===== config.mk =====
export PLATFORM = sky130hd
export DESIGN_NAME = sacl_ctrl
export DESIGN_NICKNAME = d
export VERILOG_FILES = /design/src/design/sacl_pkg.sv /design/src/design/sacl_ctrl.sv
export SDC_FILE = /design/constraint.sdc
export NUM_CORES = 1
export LEC_CHECK = 0
export BUFFER_PORTS_ARGS = -buffer_cell sky130_fd_sc_hd__clkbuf_2
export CAP_MARGIN = 5
export CORE_AREA = 2 2 39 41
export DETAILED_ROUTE_END_ITERATION = 8
export DIE_AREA = 0 0 41 43
export GPL_TIMING_DRIVEN = 1
export SLEW_MARGIN = 30
export SYNTH_ARGS = -nofsm -noshare
export SYNTH_HDL_FRONTEND = slang
export SYNTH_SLANG_ARGS = --single-unit

===== constraint.sdc =====
create_clock -name clk -period 2.4 [get_ports clk]
set_input_delay 0.24 -clock clk [delete_from_list [all_inputs] [get_ports clk]]
set_output_delay 0.24 -clock clk [all_outputs]
set_load 0.03 [all_outputs]

===== src/design/sacl_pkg.sv =====
// ----------------------------------------------------------------------------
// sacl_pkg
// Shared types for the set-associative LRU lookup unit.
// ----------------------------------------------------------------------------
`default_nettype none
package sacl_pkg;
	typedef struct packed {
		logic rd;   // accept: register address for the row read
		logic upd;  // write back row, bump counters
	} cmd_t;
	typedef struct packed {
		logic hit;
		logic evicted;
	} stat_t;
endpackage
`default_nettype wire


===== src/design/sacl_ctrl.sv =====
// ----------------------------------------------------------------------------
// sacl_ctrl
// Sequencer: accept, read row, resolve/write back, present result.
// ----------------------------------------------------------------------------
`default_nettype none
module sacl_ctrl (
	input  wire logic         clk,
	input  wire logic         arst_n,
	input  wire logic         valid,
	output logic              ready,
	output logic              out_valid,
	input  wire logic         out_ready,
	output sacl_pkg::cmd_t    cmd
);
	typedef enum logic [1:0] {IDLE, LOOK, UPD, OUT} st_t;
	st_t state_q;

	assign ready = (state_q == IDLE);
	assign out_valid = (state_q == OUT);
	assign cmd.rd = (state_q == IDLE) && valid;
	// row data lands at the end of LOOK, so resolve in UPD
	assign cmd.upd = (state_q == UPD);

	always_ff @(posedge clk or negedge arst_n) begin
		if (!arst_n) begin
			state_q <= IDLE;
		end else begin
			case (state_q)
				IDLE: if (valid) state_q <= LOOK;
				LOOK: state_q <= UPD;
				UPD:  state_q <= OUT;
				OUT:  if (out_ready) state_q <= IDLE;
				default: state_q <= IDLE;
			endcase
		end
	end

	a_one_out: assert property (@(posedge clk) disable iff (!arst_n)
		cmd.upd |=> out_valid && !ready) else $error("result not presented");
	a_no_acc: assert property (@(posedge clk) disable iff (!arst_n)
		out_valid && !out_ready |=> out_valid && !ready) else $error("accept while busy");
	a_rd_upd: assert property (@(posedge clk) disable iff (!arst_n)
		cmd.rd |=> ##1 cmd.upd) else $error("missing update");
endmodule
`default_nettype wire


# ---- Word level (Yosys, flattened, before mapping)
# Index checks and enable logic that the tools add are counted.
dict set report word_totals {
  regBits 2
  inputBits 4
  out_inout_bits 4
  word_cells 12
}
dict set report classes {
  eq_ne 5
  muxes 3
  n_reduce_logical 3
}
# op count
set op_table {}
lappend op_table {{2-bit case mux with 4 select lines} 1}
lappend op_table {{2-bit == test (second input constant)} 2}
lappend op_table {{2-bit 2-to-1 mux} 2}
lappend op_table {{2-bit by 1-bit == test with 1-bit output (second input constant)} 1}
lappend op_table {{2-bit logical NOT} 1}
lappend op_table {{2-bit by 1-bit inequality test with 1-bit output (second input constant)} 1}
lappend op_table {{2-bit inequality test (second input constant)} 1}
lappend op_table {{2-bit AND reduction} 1}
lappend op_table {{1-bit logical AND} 1}

# ---- Depth between registers and ports, before layout
dict set report logic_depth {
  ltp_word 3
  ltp_mapped 4
  mapped_depth_nobuf 4
}

# ---- Worst setup path after synthesis
# No wires, ideal clock.
dict set report synth_path {
  kind {reg-to-output}
  start {reg state_q[0]}
  end {out cmd[1] in the netlist's numbering}
  arrival_ns 1.187
  required_time_ns 2.160
  path_slack_ns 0.973
  stages_incl_launch_ff 4
  path_buffers 0
  cell_sequence {dfrtp_1 inv_1 ha_1 and2_1}
}
# item line
set synth_rtl {}
lappend synth_rtl {{start, declared} sacl_ctrl.sv:16} ;# st_t state_q;
lappend synth_rtl {{start signal, assigned} sacl_ctrl.sv:26} ;# state_q <= IDLE;
lappend synth_rtl {{start signal, assigned} sacl_ctrl.sv:29} ;# IDLE: if (valid) state_q <= LOOK;
lappend synth_rtl {{start signal, assigned} sacl_ctrl.sv:30} ;# LOOK: state_q <= UPD;
lappend synth_rtl {{end, declared} sacl_ctrl.sv:13} ;# output sacl_pkg::cmd_t cmd

==> reports/results.tsv <==
metric	value	unit
run status	finished clean	
Post-Synth Adder-Cell Area	0.2439	
Yosys cell types	8	
Die Height	43	um
sequential share of the synthesized area	0.3252	
crit path DAT	1.25	ns
GRT overflow	0	
Skew-Pair Late Insertion Delay	0.23	ns
largest family of logic cells by synthesized area	adder cells	
Compound-Gate Fraction of Synth Area	0.1301	
crit-path max FO	4	
number of global-route vias before repair	136	
Post-Syn Area	153.9	um^2
placed insts	36	
Setup CP Type	flip-flop to output port	
Max-Cap Viols	0	
WL final	286	um
routed vias/inst	3.275	
clk buf depth	2	
final slew viol count	0	
Hold Worst Slack	0.3282	ns
CTS tree	yes	
antenna fix cells	0	
Crit. End Element	output port	
Period Utilization, post-route	0.6223	
placed inst area	209.0	um^2
CTS H-Tree Depth	1	
row cnt	14	
number of flip-flops in the largest register	2	
Wirelength per Cell	7.150	um
number of CTS-inserted buffers	3	
HP Class	primary input to asynchronous set/reset pin	
leakage	0.1315	nW
first-pass GRT wire length	469	um
Setup Buffers After CTS	0	
crit path max-delay cell type	dfrtp_1	
RSZ-0062 raised after global routing	no	
CP Cell Sequence	inv_1 > ha_1 > and2_1 > clkbuf_2	
min Tclk post-route	1.493	ns
starting density of the core	0.1112	
Die ar.	0.001763	mm^2
Worst-path clk slew	0.03	ns
CP top delay family	flip-flops	
post-route setup TNS	0	ns
initial antenna violation count	0	
CTS sink cnt	2	
Worst Clk Skew	0.005178	ns
Max transition margin	0.8856	
Regs by FF count	state_q: 2 flops	
Reg with most FFs	state_q	
Synth Area in XOR/XNOR	0	
Synth warnings	0	
Core Footprint	0.001384	mm^2
Synthesized Nets	20	
peak supply drop	0.0001899	V
die width	41	um
Levels on crit path	4	
layout cells sized above 1	0.5833	
highest clock rate	0.6696	GHz
DRC viols	0	
GRT Overall Usage	0.04609	
CP Launch Type	flip-flop	
synthesized area per cell	11.84	um^2
CTS-repair resized insts	0	
worst-margin pin slew	0.1724	ns
hold-fix buffers at CTS	1	
Buf+Inv Stages, Crit Path	2	
Layout area overhead	56.91	%
post-route insts no fill	40	
Fillers	155	
top-level port count	8	
routability-driven placement congestion ratio	0.5387	
cells on worst reg2reg path	4	
drt first pass iters	1	
fin area	241.5	um^2
Power Dens Cells	1540	mW/mm^2
drt initial violations	0	
CTS Root Cell	clkbuf_4	
detailed-route via count	131	
Final nets	33	
IO buf count	7	
Final Hold Viols	0	
CP required	2.16	ns
Post-Syn Instances	13	
Post-DRT Antenna Nets	0	
CP max stage delay	0.39	ns
pin count of the biggest net entering global routing	5	
endpoints failing setup	0	
simple-gate share of the synthesized area	0.1301	
Synth Register Bits	2	
mux share of post-synthesis cell area	0.09756	
power by group:
part | internal [W] | total, W | switching (W)
clock network | 0.0000554 | 0.0000771 | 0.0000217
logic | 0.000100 | 0.000224 | 0.000124
registers | 0.0000534 | 0.0000705 | 0.0000171
total | 0.000209 | 0.000372 | 0.000163
cells by family (layout without fill, tap and decap cells):
family	after synthesis	count (layout)
buffers and inverters	3	14
AO/OA/AOI/OAI	2	2
adder cells (fa/ha/maj)	3	3
flip-flops	2	2
AND/OR/NAND/NOR	2	2
multiplexers	1	1
worst register-to-register path, cell delays in order (launching register included):
cell and delay (ns):
dfrtp_1 0.40, ha_1 0.20, nor2b_4 0.13, a21oi_2 0.14
mux2_4 0.31
cells in the mapped netlist, drive strengths merged:
cell type	instances	area [um^2]
dfrtp	2	50.05
o32a	1	11.26
a21oi	1	8.760
and2	1	6.260
nor2b	1	13.76
inv	3	11.26
ha	3	37.54
mux2	1	15.01
cells in the final DEF, fill, tap and decap left out, drive strengths merged:
master / count
and2: 1
nor2b: 1
mux2: 1
dfrtp: 2
o32a: 1
inv: 3
clkbuf: 10
dlygate4sd3: 1
ha: 3
a21oi: 1
layout make-up:
cell class | instances | area (um^2) | share of cell area
inverters | 3 | 11.26 | 0.04663
well taps | 16 | 20.02 | 0.08290
multi-input cells | 8 | 92.59 | 0.3834
repair buffers | 8 | 45.04 | 0.1865
flip-flops and latches | 2 | 50.05 | 0.2073
clock buffers | 3 | 22.52 | 0.09326
worst paths after layout:
| check | from | to | slack, ns |
|---|---|---|---|
| max in group asynchronous | arst_n | state_q[0]$_DFFE_PN0P_ | 1.97 |
| worst max-delay path | state_q[0]$_DFFE_PN0P_ | cmd[1] | 0.91 |
| worst min-delay path | arst_n | state_q[1]$_DFFE_PN0P_ | 0.33 |
| worst min register to register | state_q[0]$_DFFE_PN0P_ | state_q[0]$_DFFE_PN0P_ | 0.53 |
| worst max register to register | state_q[1]$_DFFE_PN0P_ | state_q[1]$_DFFE_PN0P_ | 1.10 |
| min in group clk | out_ready | state_q[0]$_DFFE_PN0P_ | 0.40 |
metal layers:
layer,part of all wire,vias to the layer above,global-route usage
met3,0.084,2,0.03141
met4,0.059,0,0.06000
met5,0,-,0
li1,-,66,-
met1,0.38,57,0.03514
met2,0.47,6,0.06250
per-stage QoR:
step	power, W	util	setup slack (ns)
after floorplan	0.0002544	-	0.9730
after global placement	0.0002936	0.1510	1.096
after detailed placement	0.0002990	0.1510	1.087
after CTS	0.0003828	0.1745	0.8827
after global routing	0.0004062	0.1745	0.8394
final	0.0003719	0.1745	0.9066
Note: power is estimated with default switching activity, not from simulation.
